[src/rtl/ncmd_pkg.sv]
// Shared types and constants for the nearest-cluster block.
`default_nettype none
package ncmd_pkg;
   localparam logic KIND_LOAD  = 1'b0;
   localparam logic KIND_QUERY = 1'b1;

   localparam int CFG_NUM_CLUSTERS = 0;
   localparam int CFG_REPS         = 1;
   localparam int CFG_NUM_ENTRIES  = 2;

   localparam int CLUSTER_BITS = 5;
   localparam int REPS_BITS    = 7;
   localparam int ENTRIES_BITS = 9;
   localparam int MEAN_BITS    = 17;

   // Configuration snapshot handed from the front part to the back part.
   typedef struct packed {
      logic [CLUSTER_BITS-1:0] clusters;
      logic [REPS_BITS-1:0]    divisor;
      logic [ENTRIES_BITS-1:0] entries;
   } cfg_type;
endpackage
`default_nettype wire

[src/rtl/ncmd_front.sv]
// Front part: register file, command decode, table writes, query queue.
`default_nettype none
module ncmd_front #(
   parameter int TABLE_DEPTH  = 256,
   parameter int MAX_CLUSTERS = 16,
   parameter int COORD_BITS   = 16
) (
   input  wire logic                          clock,
   input  wire logic                          reset,
   input  wire logic                          start,
   input  wire logic                          req_kind,
   input  wire logic [7:0]                    req_entry_index,
   input  wire logic signed [COORD_BITS-1:0]  req_point_x,
   input  wire logic signed [COORD_BITS-1:0]  req_point_y,
   input  wire logic [ncmd_pkg::CLUSTER_BITS-1:0] req_entry_cluster,
   input  wire logic                          psel,
   input  wire logic                          penable,
   input  wire logic                          pwrite,
   input  wire logic [3:0]                    paddr,
   input  wire logic [31:0]                   pwdata,
   output logic [31:0]                        prdata,
   output logic                               busy,
   output logic                               tbl_wr_en,
   output logic [$clog2(TABLE_DEPTH)-1:0]     tbl_wr_addr,
   output logic [2*COORD_BITS+ncmd_pkg::CLUSTER_BITS-1:0] tbl_wr_data,
   output logic                               q_valid,
   output logic signed [COORD_BITS-1:0]       q_x,
   output logic signed [COORD_BITS-1:0]       q_y,
   output ncmd_pkg::cfg_type                  q_cfg,
   input  wire logic                          q_take,
   input  wire logic                          back_busy
);
   import ncmd_pkg::*;
   localparam int AW = $clog2(TABLE_DEPTH);

   logic [CLUSTER_BITS-1:0] ncl_ff;
   logic [REPS_BITS-1:0]    reps_ff;
   logic [ENTRIES_BITS-1:0] nent_ff;
   logic                    wr;
   logic [1:0]              ridx;
   logic                    accept;
   logic                    qv_ff;
   logic signed [COORD_BITS-1:0] qx_ff, qy_ff;
   cfg_type                 qcfg_ff, snap;
   logic [CLUSTER_BITS-1:0] cl_eff;
   logic [ENTRIES_BITS+AW:0] ent_eff;

   assign ridx = paddr[3:2];
   assign wr   = psel && penable && pwrite;

   always_comb begin
      unique case (ridx)
         2'(CFG_NUM_CLUSTERS): prdata = 32'(ncl_ff);
         2'(CFG_REPS):         prdata = 32'(reps_ff);
         2'(CFG_NUM_ENTRIES):  prdata = 32'(nent_ff);
         default:              prdata = '0;
      endcase
   end

   // One-deep queue; a single query in flight keeps the scan order simple.
   assign busy   = qv_ff || back_busy;
   assign accept = start && !busy;

   always_comb begin
      cl_eff = ncl_ff;
      if (ncl_ff == 0) cl_eff = CLUSTER_BITS'(1);
      else if (32'(ncl_ff) > MAX_CLUSTERS) cl_eff = CLUSTER_BITS'(MAX_CLUSTERS);
      ent_eff = (ENTRIES_BITS+AW+1)'(nent_ff);
      if (32'(nent_ff) > TABLE_DEPTH) ent_eff = (ENTRIES_BITS+AW+1)'(TABLE_DEPTH);
      snap.clusters = cl_eff;
      snap.divisor  = (reps_ff == 0) ? REPS_BITS'(1) : reps_ff;
      snap.entries  = ENTRIES_BITS'(ent_eff);
   end

   assign tbl_wr_en   = accept && req_kind == KIND_LOAD && 32'(req_entry_index) < TABLE_DEPTH;
   assign tbl_wr_addr = AW'(req_entry_index);
   assign tbl_wr_data = {req_point_x, req_point_y, req_entry_cluster};

   assign q_valid = qv_ff;
   assign q_x     = qx_ff;
   assign q_y     = qy_ff;
   assign q_cfg   = qcfg_ff;

   always_ff @(posedge clock) begin
      if (reset) begin
         ncl_ff  <= CLUSTER_BITS'(1);
         reps_ff <= REPS_BITS'(1);
         nent_ff <= '0;
         qv_ff   <= 1'b0;
      end else begin
         if (wr) begin
            unique case (ridx)
               2'(CFG_NUM_CLUSTERS): ncl_ff  <= pwdata[CLUSTER_BITS-1:0];
               2'(CFG_REPS):         reps_ff <= pwdata[REPS_BITS-1:0];
               2'(CFG_NUM_ENTRIES):  nent_ff <= pwdata[ENTRIES_BITS-1:0];
               default: ;
            endcase
         end
         if (accept && req_kind == KIND_QUERY) qv_ff <= 1'b1;
         else if (q_take) qv_ff <= 1'b0;
      end
      if (accept && req_kind == KIND_QUERY) begin
         qx_ff   <= req_point_x;
         qy_ff   <= req_point_y;
         qcfg_ff <= snap;
      end
   end
endmodule
`default_nettype wire

[config.mk]
export PLATFORM = sky130hd
export DESIGN_NAME = ncmd_front
export DESIGN_NICKNAME = d
export VERILOG_FILES = /design/src/rtl/ncmd_pkg.sv /design/src/rtl/ncmd_front.sv
export SDC_FILE = /design/constraint.sdc
export NUM_CORES = 1
export LEC_CHECK = 0
export ABC_AREA = 1
export BUFFER_PORTS_ARGS = -buffer_cell sky130_fd_sc_hd__buf_2
export CAP_MARGIN = 25
export CORE_MARGIN = 2
export CORE_UTILIZATION = 35
export DETAILED_ROUTE_END_ITERATION = 8
export PLACE_DENSITY = 0.68
export SLEW_MARGIN = 15
export SYNTH_ARGS = -nofsm -noshare
export SYNTH_HDL_FRONTEND = slang
export SYNTH_SLANG_ARGS = --single-unit
[constraint.sdc]
create_clock -name clock -period 3.65 [get_ports clock]
set_input_delay 0.365 -clock clock [delete_from_list [all_inputs] [get_ports clock]]
set_output_delay 0.365 -clock clock [all_outputs]
set_load 0.005 [all_outputs]
==> reports/summary.txt <==
==========================================================================================
Final Hold Vio Count                                                                     0
Fill cell count                                                                        937
Synth Area in XOR/XNOR                                                                  0%
Destination of the worst register-to-register timing path                     q_x[14]$_DFFE_PP_
Startpoint types                                                                 flip-flop
Total negative slack                                                                  0 ns
Worst R2R Setup Slack                                                              2.27 ns
Tightest Hold Check Type                                                         in -> reg
Commonest cells after routing, fill and taps aside                            148 x sky130_fd_sc_hd__buf_2, 60 x sky130_fd_sc_hd__nand2_1, 58 x sky130_fd_sc_hd__nor2_1, 53 x sky130_fd_sc_hd__edfxtp_1, 32 x sky130_fd_sc_hd__inv_1
Sequential cell area fraction in the yosys report                                    59.6%
Per-cell via count in the routed design                                               4.12
DRT iter0 DRCs                                                                         195
Ratio of cells with drive above 1 in the final layout                                39.7%
Crit Reg-Reg Startpoint                                                       q_valid$_SDFFE_PP0P_
Critical Path Slowest Stage Cell                                              sky130_fd_sc_hd__dfxtp_1
Clock H-tree levels                                                                      3
Relative slew margins                                                                57.5%
Fin Clk Skew                                                                    0.00912 ns
Length of the first detailed-routing pass in iterations                                  4
Outcome                                                                       finished, final reports clean
Fmax achieved                                                                      637 MHz
Net total in the final layout                                                          530
Post-CTS sizing                                                                          0
Total vias in the final route                                                         2374
CTS clock-pin slew for the worst setup and hold paths                              0.08 ns
Number of warnings issued by yosys                                                       0
Distinct cell type count after synthesis                                                28
Horizontal die dimension                                                            103 um
Leakage power total                                                             0.00191 uW
Row cnt                                                                                 36
Count of max-cap constraint violations                                                   0
Combinational family with the most area after synthesis                       buffers and inverters
Crit path cell chain                                                          inv_1, o211ai_1, buf_2
Post-synthesis average cell area                                                 10.2 um^2
Hold Path Sink                                                                q_valid$_SDFFE_PP0P_
Crit path largest cell delay                                                       0.36 ns
Number of buffers created by CTS                                                         9
R2R cell count                                                                           4
Fin crit period                                                                    1.57 ns
Min-Delay Path Depth                                                                     2
Library cell used as clock root buffer                                        sky130_fd_sc_hd__clkbuf_8
WP buf/inv                                                                               2
Area delta synth->final                                                              19.1%
Crit path DAT                                                                      1.21 ns
Final worst-path setup slack                                                       2.08 ns
Post-synthesis compound-gate area fraction                                           2.09%
Cell taking the most area after synthesis                                     sky130_fd_sc_hd__edfxtp_1
Area of the die                                                                0.0106 mm^2
Worst-path fanout max                                                                    3
Pin count of the biggest net entering global routing                                    54
Mux contribution to synthesized area                                                    0%
Starting density of the core                                                         35.6%
Area contributors post-synth                                                  sky130_fd_sc_hd__edfxtp_1 47%, sky130_fd_sc_hd__buf_4 15%, sky130_fd_sc_hd__dfxtp_1 13%
First-pass GRT wire length                                                         10.0 mm
Count of buffers inserted at the top-level ports                                       148
Total Routed Length                                                                7.30 mm
Number of ports placed on the die boundary                                             223
Setup repair after global routing missed its margin                                     no
DP Worst Slack                                                                     1.78 ns
Aggregate global routing overflow                                                        0
Number of max-slew violations in the final report                                        0
Required time of the critical path                                                 3.28 ns
Area share of the largest cell type after synthesis                                  46.7%
Clock latency on the worst-skew pair                                               0.35 ns
Chip Height                                                                         103 um
Hold buffer count at cts                                                                 0
Actual slew at the worst max-slew pin                                             0.636 ns
Final setup violation count                                                              0
Most common cell after layout, fill and taps aside                            sky130_fd_sc_hd__buf_2
Routability congestion estimate from global placement                                0.786
Number of antenna violations at the first check in global routing                        0
Number of routed nets with antenna violations                                            0
GR Util All Layers                                                                   13.1%
Post-CTS Setup Inserts                                                                   0
Diode insertion count for antenna repair                                                 0
Half-perimeter wire length of the detailed placement result                        5.67 mm
Kind of capture point of the worst setup path                                   output pin
Logic depth of the worst setup path including buffers                                    3
DR WL/cell                                                                         12.7 um
#FFs+latches synth                                                                      75
Post-synthesis cell count                                                              335
Critical hold path startpoint                                                        reset
Fraction of the mapped netlist area in simple logic gates                            16.8%
Total DRC errors in the routed layout                                                    0
Core area                                                                     0.00959 mm^2
Number of sinks handled by clock tree synthesis                                         75
Family with the most delay on the worst path                                    flip-flops
Share of the cycle needed by the critical path after routing                         43.0%
Share of synthesized cell area in full adder, half adder and majority cells         0.734%
Clock tree from TritonCTS                                                              yes
Synth Cell Area                                                               0.00341 mm^2
Power Dens Cells                                                               439 mW/mm^2
Critical path start-end classification                                          reg -> out
Clock tree buffer depth                                                                  2
Worst-case vdd ir drop                                                              133 uV
Vias in the first global route                                                        2074
==========================================================================================
## report_power, final
group          total, uW  switching (uW)  internal (uW)
clock                705             303            401
sequential           938            7.68            930
combinational        140            80.7           59.0
total               1780             392           1390
## registers in the layout, indices dropped and copies added (netlist names)
register and count:
q_valid 1, reps_ff 7, q_x 16, q_cfg 21
nent_ff 9, q_y 16, ncl_ff 5
## stage by stage
step                power, uW  cell area (um^2)  cells  util (%)  hold WS (ns)
finish                   1780              4060    576      42.3         0.173
global placement         1090              3820    559      39.9         0.457
global route             1850              4060    576      42.3         0.177
CTS                      1790              4040    575      42.1         0.165
floorplan                1070              3490    357         -         0.434
detailed placement       1100              3820    559      39.9         0.455
## worst max-delay path by stage
stage | start | endpoint
2_1_floorplan | back_busy | q_cfg[0]$_SDFFCE_PN0P_
3_3_place_gp | back_busy | q_x[15]$_DFFE_PP_
3_5_place_dp | back_busy | q_y[6]$_DFFE_PP_
4_1_cts | q_valid$_SDFFE_PP0P_ | q_y[14]$_DFFE_PP_
5_1_grt | paddr[3] | prdata[3]
6_report | nent_ff[3]$_SDFFE_PP0P_ | prdata[3]
## worst reg2reg max path, cell delays in order (launching register included)
cell,delay [ns]
sky130_fd_sc_hd__dfxtp_1,0.32
sky130_fd_sc_hd__inv_1,0.07
sky130_fd_sc_hd__nand4_1,0.11
sky130_fd_sc_hd__inv_2,0.27
sky130_fd_sc_hd__buf_12,0.28
## cell usage after synthesis
cell	number
sky130_fd_sc_hd__nor3b_1	1
sky130_fd_sc_hd__nor2_8	1
sky130_fd_sc_hd__o21ai_0	3
sky130_fd_sc_hd__ha_1	2
sky130_fd_sc_hd__nand2_1	60
sky130_fd_sc_hd__clkbuf_1	8
sky130_fd_sc_hd__o22ai_1	1
sky130_fd_sc_hd__conb_1	1
sky130_fd_sc_hd__nand3_4	1
sky130_fd_sc_hd__a21o_1	1
sky130_fd_sc_hd__nor2_1	58
sky130_fd_sc_hd__buf_6	1
sky130_fd_sc_hd__nand4_1	1
sky130_fd_sc_hd__buf_12	1
sky130_fd_sc_hd__nand3_1	3
sky130_fd_sc_hd__edfxtp_1	53
sky130_fd_sc_hd__nor2_2	3
sky130_fd_sc_hd__nand2_2	1
sky130_fd_sc_hd__inv_1	33
sky130_fd_sc_hd__o211ai_1	5
sky130_fd_sc_hd__a21oi_1	1
sky130_fd_sc_hd__or2_2	1
sky130_fd_sc_hd__inv_2	1
sky130_fd_sc_hd__nor2_4	2
sky130_fd_sc_hd__nand2_4	1
sky130_fd_sc_hd__buf_4	68
sky130_fd_sc_hd__dfxtp_1	22
sky130_fd_sc_hd__buf_2	1
## layout make-up
class                   count  area, um^2  share of cell area, %
clock inverters             5        77.6                   1.91
well taps                 133         166                   4.10
inverters                  34         128                   3.14
clock buffers              11         141                   3.48
flip-flops and latches     75        2030                   50.0
multi-input cells         169         757                   18.6
repair buffers            149         761                   18.7
## logic make-up after synthesis
logic type                 count (synthesis)
other                                      1
and+or+nand+nor                          133
buffers and inverters                    113
adders and majority gates                  2
DFF                                       75
AOI/OAI and AO/OA                         11
## layer usage
| layer | global-route usage [%] | share of wire [%] |
|---|---|---|
| met5 | 0 | 0 |
| met4 | 8.51 | 3.5 |
| met3 | 5.29 | 12 |
| met2 | 22.7 | 49 |
| met1 | 12.9 | 35 |
No activity file was read; power rests on OpenSTA's default activity.
