===== config.mk =====
export PLATFORM = sky130hd
export DESIGN_NAME = ncmd_ram
export DESIGN_NICKNAME = d
export VERILOG_FILES = /design/src/rtl/ncmd_ram.sv
export SDC_FILE = /design/constraint.sdc
export NUM_CORES = 1
export LEC_CHECK = 0
export BUFFER_PORTS_ARGS = -buffer_cell sky130_fd_sc_hd__buf_2
export CAP_MARGIN = 10
export CORE_ASPECT_RATIO = 1.1
export CORE_MARGIN = 2
export CORE_UTILIZATION = 55
export DETAILED_ROUTE_END_ITERATION = 8
export PLACE_DENSITY_LB_ADDON = 0.12
export SYNTH_ARGS = -nofsm -noshare
export SYNTH_HDL_FRONTEND = slang
export SYNTH_SLANG_ARGS = --single-unit

===== constraint.sdc =====
create_clock -name clock -period 2.5 [get_ports clock]
set_input_delay 0.5 -clock clock [delete_from_list [all_inputs] [get_ports clock]]
set_output_delay 0.5 -clock clock [all_outputs]
set_load 0.05 [all_outputs]

===== src/rtl/ncmd_ram.sv =====
// Generic single-port-write, registered-read RAM.
`default_nettype none
module ncmd_ram #(
   parameter int WIDTH = 8,
   parameter int DEPTH = 16
) (
   input  wire logic                     clock,
   input  wire logic                     wr_en,
   input  wire logic [$clog2(DEPTH)-1:0] wr_addr,
   input  wire logic [WIDTH-1:0]         wr_data,
   input  wire logic [$clog2(DEPTH)-1:0] rd_addr,
   output logic      [WIDTH-1:0]         rd_data
);
   logic [WIDTH-1:0] mem [DEPTH];

   always_ff @(posedge clock) begin
      if (wr_en) mem[wr_addr] <= wr_data;
      rd_data <= mem[rd_addr];
   end
endmodule
`default_nettype wire


==> results of run 1 <==
synth_stat cells (all sizes together):
cell,n,area [sq um]
a22oi,16,120
and2,1,6.26
and2b,1,7.51
buf,7,56.3
clkdlybuf4s25,3,30.0
dfxtp,8,160
edfxtp,128,3840
mux4,32,773
nand2,9,33.8
nand2b,2,12.5
nand3,1,5.00
nand3b,2,15.0
nor2,13,48.8
nor2b,1,6.26
nor3,4,20.0
or3b,1,8.76
registers in the layout (all words and copies together) (netlist names):
| signal | count |
|---|---|
| mem | 128 |
| rd_data | 8 |
worst reg2reg max path: stages, from the launching register on:
cell and delay, ns:
edfxtp_1 0.35, mux4_1 0.55, a22oi_1 0.27, nand2_1 0.12
cells by family after synthesis:
group                  Yosys count  synth area share
AND/OR/NAND/NOR                 35            0.0318
multiplexers                    32             0.150
AO/OA/AOI/OAI                   16            0.0233
flip-flops                     136             0.778
buffers and inverters           10            0.0168
cells in the final DEF (no fill, tap or decap):
master,count
edfxtp_1,128
buf_2,25
mux4_2,18
buf_4,18
a22oi_1,16
clkbuf_16,16
mux4_1,14
nor2_1,13
nand2_1,9
dfxtp_1,8
nor3_1,4
bufinv_16,4
clkinv_1,3
clkinv_2,3
nand3b_1,2
nand2b_1,2
inv_6,2
nor2b_1,1
and2_1,1
and2b_1,1
nand3_1,1
or3b_2,1
clkbuf_8,1
clkinv_4,1
clkinvlp_4,1
buf_12,1
final cells by class:
class,count,area share
multi-input combinational,83,0.174
clock inverter,14,0.0296
clock buffer,17,0.0681
timing repair buffer,44,0.0461
sequential,136,0.658
tap,117,0.0241
stage by stage:
stage | hold slack [ns] | cell area, sq um | util
finish | 0.373 | 6080 | 0.660
global route | 0.362 | 6080 | 0.660
CTS | 0.350 | 6080 | 0.660
detailed placement | 0.671 | 5490 | 0.596
global placement | 0.662 | 5490 | 0.596
floorplan | 0.599 | 5150 | -
worst paths after layout:
| path | to | slack [ns] | cells past startpoint | from |
|---|---|---|---|---|
| min reg2reg | rd_data[2] | 0.68 | 3 | mem[4][2] |
| max reg2reg | rd_data[0] | 1.08 | 3 | mem[1][0] |
| min | mem[3][0] | 0.37 | 1 | wr_data[0] |
| max | rd_data[6] | 0.85 | 1 | rd_data[6] |
report_power, final:
part | leakage, uW | switching, uW | internal [uW]
logic | 0.000576 | 179 | 101
clock network | 0.000291 | 896 | 1600
registers | 0.00122 | 15.0 | 2550
total | 0.00209 | 1090 | 4250
metal layers:
metal  vias to the layer above  share of wire
li1                       1079              -
met3                        10          0.047
met4                         0          0.012
met2                        73           0.51
met5                         -              0
met1                      1265           0.43
==> metrics, run 1 <==
Num CTS Buffers=17; Final Hold Fails=0; Slew Viols, Final=0; register area=0.00400 sq mm; Post-Synthesis Cells=229; total power density per cell area=~880 mW/mm^2; CP arrival=1.15 ns; multi-input logic area=between 0.001 and 0.0015 sq mm; met1 Use GR=0.303; cts repair resizes=0; num rows=37; buffer count from post-CTS setup fixing=0; gr usage total=0.211; register bit total from synthesis=136; delay-heaviest family, CP=flip-flops; CP Max Fanout=1; worst rel slew slack=0.500; GRT met3 Usage=0.0543; H-tree depth=4; CP required=2.00 ns; measured slew at the worst slew-check pin=0.747 ns; height of the die=105 microns; Clk pin slew, worst setup/hold paths=0.06 ns; CP Capture Type=output pin; Hold WC Path Type=input port to flop; setup ws final=0.851 ns; status=complete, no violations; post-synthesis sequential area ratio=0.778; I/O Pins=26; Ant. Diodes=0; Cell Area, Synth=0.00515 sq mm; Die Area=0.0102 sq mm; CTS Hold Bufs=0; Nets=300; max_cap viols=0; Area growth, synth to finish=18.2%; final WL=9420 microns; crit path launch type=flop; Final Power=5340 uW; Max IR drop VDD=roughly 0.00047 V; GP Congestion=roughly 0.73; Final Cycle Share=0.659; Initial DRT Pass Iterations=6; final clock skew=0.00741 ns; CP max stage delay=about 0.36 ns; Netlist cell types=19; Worst Path Buf+Inv=1; largest net degree at the start of global routing=33; Vias/cell=5.91; via count=2,427; clock latency on the worst-skew pair=0.51 ns; Setup-failing EPs final=0; Mean Syn Cell Area=22.5 sq um; slowest CP cell=dfxtp_1; CP cell instances=buf_2; antenna-violating nets left=0; Initial Util=0.559; CTS tree=built; fin cells=roughly 410; yosys warns=0; gr busiest metal=met2; setup tns final=0 ns; core region area=0.00921 sq mm; Sink Count=roughly 140; Overflow after GRT=0; Setup CP Type=flop to output pin; Fillers=around 600; LEAKAGE=0.00209 uW; fmax=607 MHz; routed length per instance=roughly 23 microns; Post-route DRC=0; Synth Net Count=247; first-pass GRT wire length=14,500 microns; layout cells sized above 1=0.310; initial antenna violation count=0; Die X=96.2 microns; met2 Resource Use GR=0.316; Inst Count DP=380; min cycle time layout=1.65 ns; RSZ-0062 raised after global routing=no; vias in the first global route=2,533; pre-CTS WS=0.486 ns; DP Wirelength=5930 microns; drt first-iter violations=188; Longest Clk Path Bufs=2; number of port buffers=25; Root Driver=clkbuf_8
Power figures use the tool's default switching activity.
==> inputs of run 2 (changes only) <==
Settings changed: ABC_AREA from default to 1.
Clock period 2.5 ns to 1.6 ns, I/O delays scaled along.
==> metrics, run 2 <==
CTS Hold Bufs=0 (unchanged); register area=0.00400 sq mm (unchanged); number of synthesized flops with an enable pin=128 (unchanged); Die Area=0.0113 sq mm (+12%); fmax=734 MHz; final clock skew=0.00853 ns (+0.00112 ns); CP arrival=1.04 ns (-0.11 ns); setup ws final=0.237 ns (-0.614 ns); crit path launch type=flop; Mean Syn Cell Area=10.5 sq um (-53%); Setup-failing EPs final=0 (unchanged); Post-synth top cells=nand2_1, edfxtp_1, inv_1, nand3_1, nor2_1; CP max stage delay=0.35 ns (about the same); max_cap viols=0 (unchanged); final WL=12,500 microns (+33%); min cycle time layout=about 1.4 ns; DP Wirelength=7600 microns (+28%); Post-Synthesis Cells=551 (+140%); GP Congestion=0.831 (+13%); Synth Net Count=569 (+130%); ys async rst share=0 (unchanged); largest net degree at the start of global routing=65 (+97%); Hold WC Path Type=input port to flop; vias in the first global route=3,640 (+44%); CP Capture Type=output pin; Ant. Diodes=0 (unchanged); cts repair resizes=0 (unchanged); register bit total from synthesis=136 (unchanged); post-synthesis sequential area ratio=0.694 (-0.0835); LEAKAGE=0.00293 uW (+40%); Worst Hold Depth=3 (+2); setup tns final=0 ns (unchanged); RSZ-0062 raised after global routing=no; Top FF cell, synth=edfxtp_1; layout cells sized above 1=0.137 (-0.173); status=complete, no violations; CP cell instances=buf_2; Fillers=799 (+34%); Area contributors post-synth=edfxtp_1, nand2_1, nand3_1; Num CTS Buffers=17 (unchanged); Post-route DRC=0 (unchanged); Largest register FFs=128 (unchanged); number of port buffers=25 (unchanged); Overflow after GRT=0 (unchanged); combinational family with the most area after synthesis=simple AND/OR/NAND/NOR gates; core region area=0.0103 sq mm (+12%); top-count cell post-synth=nand2_1; CP required=1.28 ns (-0.72 ns); pre-CTS WS=0.184 ns (-0.302 ns); initial antenna violation count=0 (unchanged); Crit. path cell count=1 (unchanged); worst rel slew slack=0.737 (+0.236); R2R cell count=6 (+3); slowest CP cell=dfxtp_1; Largest regs=mem (128), rd_data (8); Clk pin slew, worst setup/hold paths=0.06 ns (about the same); num rows=39 (+5.4%); multi-input logic area=0.00121 sq mm (+15%); xor and xnor area share after synthesis=0 (unchanged); buffer count from post-CTS setup fixing=0 (unchanged); Die X=102 microns (+5.6%); Post-Synth Adder-Cell Area=0 (unchanged); CTS tree=built; Longest Clk Path Bufs=2 (unchanged); Yosys top cell by area=edfxtp_1; Netlist cell types=12 (-7); clock latency on the worst-skew pair=0.42 ns (-0.09 ns); H-tree depth=4 (unchanged); Final Cycle Share=0.852; Cell Area, Synth=0.00577 sq mm (+12%); Vias/cell=5.11 (-13%); compound-gate portion of the synthesized area=0 (-0.0233); delay-heaviest family, CP=flip-flops; area share of and/or/nand/nor cells after synthesis=0.210 (+0.179); height of the die=111 microns (+5.6%); first-pass GRT wire length=19,800 microns (+36%); Worst Path Buf+Inv=1 (unchanged); measured slew at the worst slew-check pin=0.395 ns (-0.352 ns); Max IR drop VDD=0.000887 V (+90%); Root Driver=clkbuf_16; Initial Util=0.560 (+0.00135); multiplexer share of the synthesized area=0 (-0.150); Final Hold Fails=0 (unchanged); CP Max Fanout=1 (unchanged); via count=3,838 (+58%); gr usage total=0.244 (+0.0326); antenna-violating nets left=0 (unchanged); drt first-iter violations=361 (+92%); total power density per cell area=1240 mW/mm^2 (+41%); Initial DRT Pass Iterations=5 (-1); most common cell after layout, fill and taps aside=nand2_1; routed length per instance=16.7 microns (-27%); commonest non-fill, non-tap cells in the layout=nand2_1, edfxtp_1, inv_1; Slew Viols, Final=0 (unchanged); Setup CP Type=flop to output pin; Sink Count=136 (unchanged); Largest Register=mem; yosys warns=0 (unchanged); top cell type's share of synthesized area=0.667 (-0.0802); Nets=613 (+100%); I/O Pins=26 (unchanged); Area growth, synth to finish=16.4%
## run 2: area by class of cell
type | count | area share
clock buffer | 18 | 0.0654
clock inverter | 14 | 0.0207
inverter | 102 | 0.0570
multi-input combinational | 289 | 0.181
sequential | 136 | 0.596
tap | 143 | 0.0267
timing repair buffer | 49 | 0.0529
## run 2: power by group
part | internal (uW) | leakage [uW] | switching (uW)
combinational | 157 | 0.00143 | 421
clock | 2210 | 0.000271 | 1530
sequential | 3980 | 0.00122 | 22.4
total | 6350 | 0.00293 | 1970
## run 2: cell families (layout without fill, tap and decap cells)
kind of cell,Yosys count,after routing
buf+inv,126,183
simple gates,289,289
flops,136,136
## run 2: final timing paths
kind,slack (ns),startpoint,to
setup reg to reg,0.57,mem[5][3],rd_data[3]
setup / recovery,0.24,rd_data[6],rd_data[6]
hold / removal,0.26,rd_addr[3],rd_data[5]
hold reg to reg,0.66,mem[15][4],rd_data[4]
## run 2: layer usage
layer	global-route usage	up-vias	share of wire
met2	0.376	141	0.50
met3	0.0590	24	0.068
met5	0	-	0
met1	0.330	1810	0.41
li1	-	1863	-
met4	0.106	0	0.026
## run 2: metrics by stage
step	cell area (sq um)	cells	total power [uW]	hold WS (ns)	utilization
after CTS	6710	751	8360	0.250	0.652
after detailed placement	6130	719	4660	0.651	0.596
final	6710	751	8320	0.263	0.652
after global routing	6710	751	8560	0.256	0.652
after floorplan	5770	551	4440	0.419	-
after global placement	6130	719	4650	0.642	0.596
==> inputs of run 3 (changes only) <==
--- a/config.mk
+++ b/config.mk
@@ -12,3 +12,3 @@
 export CORE_MARGIN = 2
-export CORE_UTILIZATION = 55
+export CORE_UTILIZATION = 35
 export DETAILED_ROUTE_END_ITERATION = 8
==> constraint.sdc (replaced) <==
create_clock -name clock -period 1.6 [get_ports clock]
set_input_delay 0.08 -clock clock [delete_from_list [all_inputs] [get_ports clock]]
set_output_delay 0.08 -clock clock [all_outputs]
set_load 0.05 [all_outputs]
==> metrics, run 3 (same netlist as run 2, synthesis figures left out) <==
Die X=126 microns (+24%); Initial Util=0.355 (-0.205); RSZ-0062 raised after global routing=no; CP cell instances=buf_2; min cycle time layout=1.15 ns (-0.208 ns); routed length per instance=17.7 microns (+6.2%); Nets=609 (-0.65%); Vias/cell=4.64 (-9.3%); CP arrival=1.07 ns (+0.03 ns); Overflow after GRT=0 (unchanged); Largest Register=mem; layout cells sized above 1=0.127 (-0.00903); Slew Viols, Final=0 (unchanged); Setup CP Type=flop to output pin; GP Congestion=0.771 (-7.3%); core region area=0.0162 sq mm (+58%); vias in the first global route=3,728 (+2.4%); delay-heaviest family, CP=flip-flops; fmax=866 MHz (+18%); max_cap viols=0 (unchanged); Setup-failing EPs final=0 (unchanged); status=complete, no violations; Num CTS Buffers=17 (unchanged); hold path start=rd_addr[3]; CTS tree=built; LEAKAGE=0.00289 uW (-1.3%); CP Max Fanout=1 (unchanged); height of the die=139 microns (+24%); Worst Path Buf+Inv=1 (unchanged); initial antenna violation count=0 (unchanged); Die Area=0.0175 sq mm (+55%); Fillers=1,576 (+97%); flop-to-flop setup slack=0.52 ns (-0.05 ns); Max IR drop VDD=0.000621 V (-30%); most common cell after layout, fill and taps aside=nand2_1; design area=0.00672 sq mm (about the same); Largest regs=mem (128), rd_data (8); gr usage total=0.171 (-0.0724); final clock skew=0.00754 ns (-0.000986 ns); final WL=14,300 microns (+14%); worst setup path startpoint=rd_data[5]; largest net degree at the start of global routing=65 (unchanged); H-tree depth=4 (unchanged); Root Driver=clkbuf_16; Clk pin slew, worst setup/hold paths=0.06 ns (about the same); CP required=1.52 ns (+0.24 ns); Final Hold Fails=0 (unchanged); Longest Clk Path Bufs=2 (unchanged); CP max stage delay=0.37 ns (+0.02 ns); Sink Count=136 (unchanged); Largest register FFs=128 (unchanged); number of port buffers=25 (unchanged); antenna-violating nets left=0 (unchanged); num rows=49 (+26%); first-pass GRT wire length=22,400 microns (+13%); buffer count from post-CTS setup fixing=0 (unchanged); clock latency on the worst-skew pair=0.42 ns (about the same); commonest non-fill, non-tap cells in the layout=nand2_1, edfxtp_1, inv_1; crit path launch type=flop; Final Cycle Share=0.722 (-0.130); Hold WC Path Type=input port to flop; Initial DRT Pass Iterations=5 (unchanged); Crit Reg-Reg Startpoint=mem[0][6]; Area growth, synth to finish=16.5% (about the same); total power density per cell area=1230 mW/mm^2 (-0.89%); Ant. Diodes=0 (unchanged); slowest CP cell=dfxtp_1; CTS Hold Bufs=0 (unchanged); measured slew at the worst slew-check pin=0.593 ns (+0.198 ns); cts repair resizes=0 (unchanged); I/O Pins=26 (unchanged); Post-route DRC=0 (unchanged); drt first-iter violations=256 (-29%); placement-stage cell area=0.00617 sq mm (+0.55%); via count=3,746 (-2.4%); setup tns final=0 ns (unchanged); CP Capture Type=output pin; worst rel slew slack=0.604 (-0.133); DP Wirelength=8930 microns (+18%)
run 3: cell types whose count changed in the layout (fill, tap and decap cells not counted), sizes merged:
cell | before | now
clkbuf | 18 | 17
clkinvlp | 4 | 5
clkinv | 4 | 5
inv | 107 | 106
buf | 49 | 45
run 3: path summary, 6_finish.rpt:
check / endpoint / cells after the start
min reg2reg: rd_data[6] / 6
max reg2reg: rd_data[6] / 6
max: rd_data[5] / 1
min: rd_data[6] / 3
run 3: cell type report:
class,instances,area [sq um],area share
Tap cell,204,255,0.0380
Clock inverter,15,125,0.0186
Sequential cell,136,4000,0.596
Inverter,102,383,0.0570
Clock buffer,17,425,0.0633
Timing Repair Buffer,45,313,0.0466
Multi-Input combinational cell,289,1210,0.181
run 3: per-layer routing:
| metal | wire [microns] | share of wire | GRT usage |
|---|---|---|---|
| met5 | 0 | 0 | 0 |
| met4 | 150 | 0.010 | 0.0503 |
| met3 | 605 | 0.042 | 0.0320 |
| met2 | 7070 | 0.49 | 0.276 |
| met1 | 6510 | 0.45 | 0.237 |
run 3: where the power goes:
group / switching [uW] / internal, uW
sequential: 31.0 / 3980
combinational: 429 / 147
clock: 1530 / 2130
total: 1990 / 6260
run 3: per-stage QoR:
stage                     total power, uW  cells  hold slack, ns   util  setup WS (ns)
after floorplan                      4440    551           0.179      -          0.569
after global placement               4670    776           0.445  0.380          0.146
after detailed placement             4670    776           0.448  0.380          0.136
after CTS                            8320    808         0.00823  0.414          0.420
after global routing                 8530    808          0.0320  0.414          0.418
final                                8250    808          0.0262  0.414          0.445
