--- config.mk ---
export PLATFORM = sky130hd
export DESIGN_NAME = ncmd_back
export DESIGN_NICKNAME = d
export VERILOG_FILES = /design/src/rtl/ncmd_pkg.sv /design/src/rtl/ncmd_isqrt.sv /design/src/rtl/ncmd_divider.sv /design/src/rtl/ncmd_back.sv
export SDC_FILE = /design/constraint.sdc
export NUM_CORES = 2
export LEC_CHECK = 0
export BUFFER_PORTS_ARGS = -buffer_cell sky130_fd_sc_hd__buf_2
export CAP_MARGIN = 20
export CORE_MARGIN = 8
export CORE_UTILIZATION = 65
export DETAILED_ROUTE_END_ITERATION = 6
export MAX_ROUTING_LAYER = met4
export PLACE_DENSITY_LB_ADDON = 0.15
export SYNTH_ARGS = -nofsm -noshare
export SYNTH_HDL_FRONTEND = slang
export SYNTH_SLANG_ARGS = --single-unit
--- constraint.sdc ---
create_clock -name clock -period 11.8 [get_ports clock]
set_clock_uncertainty 0.2 [all_clocks]
set_input_delay 1.77 -clock clock [delete_from_list [all_inputs] [get_ports clock]]
set_output_delay 1.77 -clock clock [all_outputs]
set_load 0.01 [all_outputs]
--- src/rtl/ncmd_pkg.sv ---
// Shared types and constants for the nearest-cluster block.
`default_nettype none
package ncmd_pkg;
   localparam logic KIND_LOAD  = 1'b0;
   localparam logic KIND_QUERY = 1'b1;

   localparam int CFG_NUM_CLUSTERS = 0;
   localparam int CFG_REPS         = 1;
   localparam int CFG_NUM_ENTRIES  = 2;

   localparam int CLUSTER_BITS = 5;
   localparam int REPS_BITS    = 7;
   localparam int ENTRIES_BITS = 9;
   localparam int MEAN_BITS    = 17;

   // Configuration snapshot handed from the front part to the back part.
   typedef struct packed {
      logic [CLUSTER_BITS-1:0] clusters;
      logic [REPS_BITS-1:0]    divisor;
      logic [ENTRIES_BITS-1:0] entries;
   } cfg_type;
endpackage
`default_nettype wire

--- src/rtl/ncmd_isqrt.sv ---
// Iterative integer square root, one result bit per cycle.
`default_nettype none
module ncmd_isqrt #(
   parameter int IN_BITS = 34
) (
   input  wire logic                 clock,
   input  wire logic                 reset,
   input  wire logic                 start,
   input  wire logic [IN_BITS-1:0]   radicand,
   output logic                      done,
   output logic [(IN_BITS+1)/2-1:0]  root
);
   localparam int RB = (IN_BITS + 1) / 2;
   localparam int NB = 2 * RB;
   localparam int CB = $clog2(RB + 1);

   logic [NB-1:0] rem_ff, rem_in;     // radicand bits not yet consumed
   logic [RB+1:0] part_ff, part_in;   // partial remainder
   logic [RB-1:0] res_ff, res_in;
   logic [CB-1:0] cnt_ff, cnt_in;
   logic          busy_ff, busy_in;
   logic          done_in;
   logic [RB+1:0] shifted;
   logic [RB+1:0] trial;

   assign root = res_ff;

   always_comb begin
      rem_in  = rem_ff;
      part_in = part_ff;
      res_in  = res_ff;
      cnt_in  = cnt_ff;
      busy_in = busy_ff;
      done_in = 1'b0;
      // restoring digit step: bring down two radicand bits, try res*4+1
      shifted = {part_ff[RB-1:0], rem_ff[NB-1 -: 2]};
      trial   = {res_ff, 2'b01};
      if (start) begin
         rem_in  = NB'(radicand);
         part_in = '0;
         res_in  = '0;
         cnt_in  = CB'(RB);
         busy_in = 1'b1;
      end else if (busy_ff) begin
         if (shifted >= trial) begin
            part_in = shifted - trial;
            res_in  = {res_ff[RB-2:0], 1'b1};
         end else begin
            part_in = shifted;
            res_in  = {res_ff[RB-2:0], 1'b0};
         end
         rem_in = {rem_ff[NB-3:0], 2'b00};
         cnt_in = cnt_ff - 1'b1;
         if (cnt_ff == 1) begin
            busy_in = 1'b0;
            done_in = 1'b1;
         end
      end
   end

   always_ff @(posedge clock) begin
      if (reset) begin
         busy_ff <= 1'b0;
         done    <= 1'b0;
         cnt_ff  <= '0;
      end else begin
         busy_ff <= busy_in;
         done    <= done_in;
         cnt_ff  <= cnt_in;
      end
      rem_ff  <= rem_in;
      res_ff  <= res_in;
      part_ff <= part_in;
   end
endmodule
`default_nettype wire

--- src/rtl/ncmd_divider.sv ---
// Restoring divider, one quotient bit per cycle.
`default_nettype none
module ncmd_divider #(
   parameter int NUM_BITS = 24,
   parameter int DEN_BITS = 7
) (
   input  wire logic                clock,
   input  wire logic                reset,
   input  wire logic                start,
   input  wire logic [NUM_BITS-1:0] dividend,
   input  wire logic [DEN_BITS-1:0] divisor,
   output logic                     done,
   output logic [NUM_BITS-1:0]      quotient
);
   logic [NUM_BITS-1:0]             q_ff, q_in;
   logic [DEN_BITS:0]               r_ff, r_in;
   logic [DEN_BITS-1:0]             d_ff, d_in;
   logic [$clog2(NUM_BITS+1)-1:0]   cnt_ff, cnt_in;
   logic                            busy_ff, busy_in, done_in;
   logic [DEN_BITS+1:0]             trial;

   assign quotient = q_ff;

   always_comb begin
      q_in = q_ff; r_in = r_ff; d_in = d_ff; cnt_in = cnt_ff;
      busy_in = busy_ff; done_in = 1'b0; trial = '0;
      if (start) begin
         q_in = dividend; r_in = '0; d_in = divisor;
         cnt_in = ($clog2(NUM_BITS+1))'(NUM_BITS); busy_in = 1'b1;
      end else if (busy_ff) begin
         trial = {r_ff, q_ff[NUM_BITS-1]};
         if (trial >= (DEN_BITS+2)'(d_ff)) begin
            r_in = (DEN_BITS+1)'(trial - (DEN_BITS+2)'(d_ff));
            q_in = {q_ff[NUM_BITS-2:0], 1'b1};
         end else begin
            r_in = (DEN_BITS+1)'(trial);
            q_in = {q_ff[NUM_BITS-2:0], 1'b0};
         end
         cnt_in = cnt_ff - 1'b1;
         if (cnt_ff == 1) begin
            busy_in = 1'b0; done_in = 1'b1;
         end
      end
   end

   always_ff @(posedge clock) begin
      if (reset) begin
         busy_ff <= 1'b0; done <= 1'b0; cnt_ff <= '0;
      end else begin
         busy_ff <= busy_in; done <= done_in; cnt_ff <= cnt_in;
      end
      q_ff <= q_in; r_ff <= r_in; d_ff <= d_in;
   end
endmodule
`default_nettype wire

--- src/rtl/ncmd_back.sv ---
// Back part: per-cluster scan, distance roots, mean and best-cluster selection.
`default_nettype none
module ncmd_back #(
   parameter int TABLE_DEPTH = 256,
   parameter int COORD_BITS  = 16
) (
   input  wire logic                         clock,
   input  wire logic                         reset,
   input  wire logic                         q_valid,
   input  wire logic signed [COORD_BITS-1:0] q_x,
   input  wire logic signed [COORD_BITS-1:0] q_y,
   input  ncmd_pkg::cfg_type                 q_cfg,
   output logic                              q_take,
   output logic                              back_busy,
   output logic [$clog2(TABLE_DEPTH)-1:0]    rd_addr,
   input  wire logic [2*COORD_BITS+ncmd_pkg::CLUSTER_BITS-1:0] rd_data,
   output logic                              rsp_valid,
   output logic [ncmd_pkg::CLUSTER_BITS-1:0] rsp_assigned_cluster,
   output logic [ncmd_pkg::MEAN_BITS-1:0]    rsp_mean_distance
);
   import ncmd_pkg::*;
   localparam int AW  = $clog2(TABLE_DEPTH);
   localparam int DB  = COORD_BITS + 1;
   localparam int SQB = 2 * DB + 1;
   localparam int RTB = (SQB + 1) / 2;
   localparam int SUMB = RTB + REPS_BITS;

   typedef enum logic [2:0] {S_IDLE, S_READ, S_CHECK, S_SQ, S_ROOT, S_DIV, S_NEXT} st_type;
   st_type st_ff;

   logic signed [COORD_BITS-1:0] x_ff, y_ff;
   cfg_type                 cfg_ff;
   logic [CLUSTER_BITS-1:0] c_ff;
   logic [ENTRIES_BITS-1:0] p_ff;
   logic [REPS_BITS-1:0]    used_ff;
   logic [SUMB-1:0]         sum_ff;
   logic [DB-1:0]           dx_ff, dy_ff;
   logic [CLUSTER_BITS-1:0] best_c_ff;
   logic [SUMB-1:0]         best_m_ff;
   logic                    rv_ff;

   logic signed [COORD_BITS-1:0] ex, ey;
   logic [CLUSTER_BITS-1:0] el;
   logic signed [DB-1:0]    ddx, ddy;
   logic [2*DB-1:0]         sqx, sqy;
   logic [SQB-1:0]          sq_w;
   logic                    sq_start, sq_done, dv_start, dv_done;
   logic [RTB-1:0]          root;
   logic [SUMB-1:0]         quot;
   logic                    scan_end;

   assign {ex, ey, el} = rd_data;
   assign ddx = DB'(x_ff) - DB'(ex);
   assign ddy = DB'(y_ff) - DB'(ey);
   // squared distance from the registered deltas, taken by the root unit in S_SQ
   assign sqx  = (2*DB)'(dx_ff) * (2*DB)'(dx_ff);
   assign sqy  = (2*DB)'(dy_ff) * (2*DB)'(dy_ff);
   assign sq_w = SQB'(sqx) + SQB'(sqy);
   assign rd_addr = AW'(p_ff);
   assign scan_end = (p_ff >= cfg_ff.entries) || (used_ff == cfg_ff.divisor);
   assign q_take = (st_ff == S_IDLE) && q_valid;
   assign back_busy = (st_ff != S_IDLE);
   assign sq_start = (st_ff == S_SQ);
   assign dv_start = (st_ff == S_READ) && scan_end;

   ncmd_isqrt #(.IN_BITS(SQB)) u_sqrt (
      .clock(clock), .reset(reset), .start(sq_start), .radicand(sq_w),
      .done(sq_done), .root(root));

   ncmd_divider #(.NUM_BITS(SUMB), .DEN_BITS(REPS_BITS)) u_div (
      .clock(clock), .reset(reset), .start(dv_start), .dividend(sum_ff),
      .divisor(cfg_ff.divisor), .done(dv_done), .quotient(quot));

   assign rsp_valid = rv_ff;
   assign rsp_assigned_cluster = best_c_ff;
   assign rsp_mean_distance = MEAN_BITS'(best_m_ff);

   always_ff @(posedge clock) begin
      if (reset) begin
         st_ff <= S_IDLE;
         rv_ff <= 1'b0;
      end else begin
         rv_ff <= 1'b0;
         unique case (st_ff)
            S_IDLE: if (q_valid) begin
               x_ff <= q_x; y_ff <= q_y; cfg_ff <= q_cfg;
               c_ff <= CLUSTER_BITS'(1); p_ff <= '0; used_ff <= '0; sum_ff <= '0;
               st_ff <= S_READ;
            end
            S_READ: st_ff <= scan_end ? S_DIV : S_CHECK; // ram read in flight
            S_CHECK: begin
               if (el == c_ff) begin
                  dx_ff <= ddx[DB-1] ? DB'(-ddx) : DB'(ddx);
                  dy_ff <= ddy[DB-1] ? DB'(-ddy) : DB'(ddy);
                  st_ff <= S_SQ;
               end else begin
                  p_ff  <= p_ff + 1'b1;
                  st_ff <= S_READ;
               end
            end
            S_SQ: begin
               st_ff <= S_ROOT;
            end
            S_ROOT: if (sq_done) begin
               sum_ff  <= sum_ff + SUMB'(root);
               used_ff <= used_ff + 1'b1;
               p_ff    <= p_ff + 1'b1;
               st_ff   <= S_READ;
            end
            S_DIV: if (dv_done) begin
               if (c_ff == 1 || quot < best_m_ff) begin
                  best_m_ff <= quot;
                  best_c_ff <= c_ff;
               end
               st_ff <= S_NEXT;
            end
            S_NEXT: begin
               if (c_ff == cfg_ff.clusters) begin
                  rv_ff <= 1'b1;
                  st_ff <= S_IDLE;
               end else begin
                  c_ff <= c_ff + 1'b1; p_ff <= '0; used_ff <= '0; sum_ff <= '0;
                  st_ff <= S_READ;
               end
            end
            default: st_ff <= S_IDLE;
         endcase
      end
   end
endmodule
`default_nettype wire

==> results by group <==
Synthesis
  • Yosys top cell by area: fa_1
  • Async SR Flop Fraction: 0%
  • Seq cells post-synth: between 200 and 300
  • Yosys warns: 0
  • Synth top area share: around 27%
  • Ys flop type: edfxtp_1
  • Top cells by area in the synthesized netlist: fa_1, edfxtp_1, ha_1
  • Post-Syn Area: about 33000 um^2
  • Post-synth EDFFs: between 200 and 250
  • Synth Area in XOR/XNOR: about 4.5%
  • Synth Area in Adders: between 30% and 40%
  • Post-synthesis sequential area ratio: between 20% and 30%
  • Syn Nets: between 4000 and 5000
  • Mean Syn Cell Area: about 10 um^2
  • Unique masters post-synth: 82
  • Mux contribution to synthesized area: ~2.0%
  • Mapped Cells: roughly 3300
  • Synth Area in Compound Gates: 8.20%
  • Simple-Gate Fraction of Synth Area: between 10% and 20%
  • Largest family of logic cells by synthesized area: adder cells

Run status
  • Status: finished clean

Clock network
  • CTS H-tree depth: 2
  • Clock Tree Root: clkbuf_16
  • Clk buf depth: 3
  • TritonCTS buffer count: 34
  • Post-CTS Resized: 0
  • CTS tree: yes
  • CTS sink count: roughly 300
  • Worst-path clk slew: ~0.060 ns
  • Post-CTS Setup Bufs: 0
  • Post-CTS Hold Fix Bufs: 0
  • Worst-Skew Late Latency: about 0.54 ns

Setup path
  • Worst Path Arrival: between 8 and 9 ns
  • Reg-to-Reg Start: dx_ff[4]
  • Crit Path Class: flop to flop
  • Reg2Reg Capture Point: u_sqrt.rem_ff[27]
  • Data required time at the worst endpoint: 11.85 ns
  • FF-to-FF setup slack: around 3.2 ns
  • Crit. End Element: flop
  • Max FO, Critical Path: 15
  • Startpoint Class: flop
  • R2R depth: 26

Floorplan
  • Core area: around 50000 um^2
  • Die X: roughly 240 um
  • Num rows: between 80 and 90
  • Die Y: 242 um
  • # IOs: roughly 130
  • Initial core utilization: 65.9%
  • Die area: 58400 um^2

Global routing
  • First-pass GRT wire length: 120 mm
  • Total track usage: 25.7%
  • Largest net degree at the start of global routing: a little under 80
  • Grt ovf: 0
  • Vias in the first global route: 24200
  • Met1 usage: around a third
  • Met2 Usage GRT: a little over two fifths
  • Initial antenna violation count: 0
  • Met3 Use GR: under 10%
  • Most Used Layer, Global Route: met2

Layout
  • Non-filler cells, final: 4083
  • Ant diodes: 0
  • Area growth, synth to finish: 6.85%
  • Fillers: 3810
  • Post-layout util: a little over two thirds
  • Share of cells above drive strength 1: 7.51%
  • Nets: approximately 4300

STA
  • Relative slew slack: a little over a third
  • Unrepaired setup endpoints after global routing: false
  • Final hold violations: 0
  • Final Worst Setup Slack: roughly 3.2 ns
  • Crit path time final: 8.57 ns
  • Setup tns final: 0 ns
  • Fmax: 0.117 GHz
  • Worst-margin pin slew: around 0.97 ns
  • Max Slew Vio Count: 0
  • Final setup fails: 0
  • Tcrit/Tclk final: between 70 and 80%

Routing
  • Final ANT Viol Nets: 0
  • Post-Route WL: just over 70 mm
  • Vias post-DR: 22700
  • # DRC: 0
  • Wire per inst: 17.6 um
  • Starting DRT DRC Count: 1416
  • Drt first pass iters: 5
  • Vias per std cell: ~5.5

Place
  • Placed insts: 4020
  • Final HPWL DP: around 58 mm
  • Worst slack, placed: 3.36 ns
  • Routability cong.: 0.991
  • IO buf count: ~130

Hold path
  • Hold_sp: u_sqrt.rem_ff[33]
  • Worst hold path type: flop to flop
  • Hold Path Sink: u_sqrt.rem_ff[35]
  • Worst hold stages: 2

Power
  • Internal power: about 2.5 mW
  • Sequential Power Share: ~37%
  • Leakage dissipation: between 15 and 20 nW
  • Power share of the combinational group: approximately a third
  • Switching share of power: around a third
  • Net Sw Power: 1.22 mW
  • Clock share of power: between 30% and 40%
  • Pwr Density: a little over 100 nW/um^2
  • Power consumption: between 3 and 4 mW
  • Peak supply drop: between 0.0001 and 0.00015 V

Run
  • Max cap viols: 0
-- cell families after synthesis --
kind of cell / count (synthesis)
compound gates: 417
simple gates: 736
fa+ha+maj: 777
mux: 62
buf+inv: 866
xor+xnor: 170
flops: 293
-- flip-flops by register name, indices dropped and copies added (netlist names), 7 cells and up --
| signal | flops |
|---|---|
| u_sqrt.part_ff | 18 |
| u_div.d_ff | 7 |
| dx_ff | 17 |
| u_sqrt.root | 18 |
| dy_ff | 17 |
| u_sqrt.rem_ff | 36 |
| u_div.r_ff | 8 |
| best_m_ff | 25 |
| u_div.quotient | 25 |
| p_ff | 9 |
| y_ff | 16 |
| cfg_ff | 21 |
| x_ff | 16 |
| sum_ff | 25 |
| used_ff | 7 |
-- stage by stage --
step	hold WS, ns	cell area [um^2]
final	0.274	35300
after global routing	0.292	35300
after CTS	0.274	35300
after detailed placement	0.280	34100
after global placement	0.271	34100
after floorplan	0.224	33100
-- cell usage after synthesis, drive strengths merged (21+ instances only) --
cell type and instances:
edfxtp 230, xnor2 90, nor2b 37, a211oi 27
clkbuf 76, mux2i 34, xor2 80, buf 31
a21oi 124, mux2 28, nor3 40, ha 324
dfxtp 63, inv 759, fa 453, o21ai 99
and2 111, a21o 57, nand3 24, nor2 172
and3 21, nand2 241
-- per-layer routing --
layer	share of wire [%]	wire length (um)	vias to the layer above
met5	0	0	-
met4	4.1	2920	0
met3	4.6	3270	157
met2	49	35400	555
met1	42	30100	11300
li1	-	-	10700
-- worst max path at each step --
stage	startpoint	endpoint	slack (ns)	cells past startpoint
floorplan	dx_ff[14]	u_sqrt.rem_ff[27]	4.13	26
global placement	dx_ff[4]	u_sqrt.rem_ff[27]	3.56	26
detailed placement	dx_ff[4]	u_sqrt.rem_ff[27]	3.36	26
CTS	dx_ff[4]	u_sqrt.rem_ff[27]	3.31	26
global route	dx_ff[4]	u_sqrt.rem_ff[27]	2.84	26
finish	dx_ff[4]	u_sqrt.rem_ff[27]	3.23	26
-- cells in the final DEF (no fill, tap or decap), types with 35 or more instances in the layout --
master	synthesis	final
and2_1	111	111
a21o_1	57	57
buf_2	4	125
nor2b_1	37	37
nand2_1	241	240
fa_1	453	453
dfxtp_1	63	62
ha_1	324	324
xor2_1	80	80
o21ai_0	92	92
clkbuf_16	0	35
xnor2_1	90	90
nor3_1	40	40
inv_1	759	759
a21oi_1	123	122
nor2_1	171	168
edfxtp_1	230	230
-- final cells by class --
type	count	area, um^2	share of cell area [%]
repair buffers	136	741	2.10
well taps	672	841	2.38
clock buffers	42	902	2.55
inverters	759	2850	8.06
clock inverters	19	258	0.729
flip-flops and latches	293	8170	23.1
multi-input cells	2162	21600	61.1
-- power by group through the flow --
stage	clock (mW)	combinational, mW	sequential (mW)
final	1.11	1.21	1.35
after global routing	1.17	1.36	1.36
after CTS	1.13	1.21	1.35
after detailed placement	0	1.19	1.36
after global placement	0	1.15	1.36
after floorplan	0	0.943	1.33
-- critical path, stage by stage, from the launching register on --
cell and delay [ns]:
edfxtp_1 0.77, inv_1 0.31, nor2_1 0.25, inv_1 0.09, fa_1 0.48, inv_1 0.05, fa_1 0.49, inv_1 0.05
fa_1 0.47, inv_1 0.05, fa_1 0.51, fa_1 0.45, fa_1 0.52, fa_1 0.55, inv_1 0.06, fa_1 0.57
inv_1 0.05, ha_1 0.34, a21oi_1 0.23, o21ai_0 0.17, a221oi_1 0.36, o31ai_2 0.18, a41o_1 0.32, a221o_1 0.34
a21oi_1 0.17, xor2_1 0.18, o21ai_1 0.07
No activity file was read; power rests on OpenSTA's default activity.
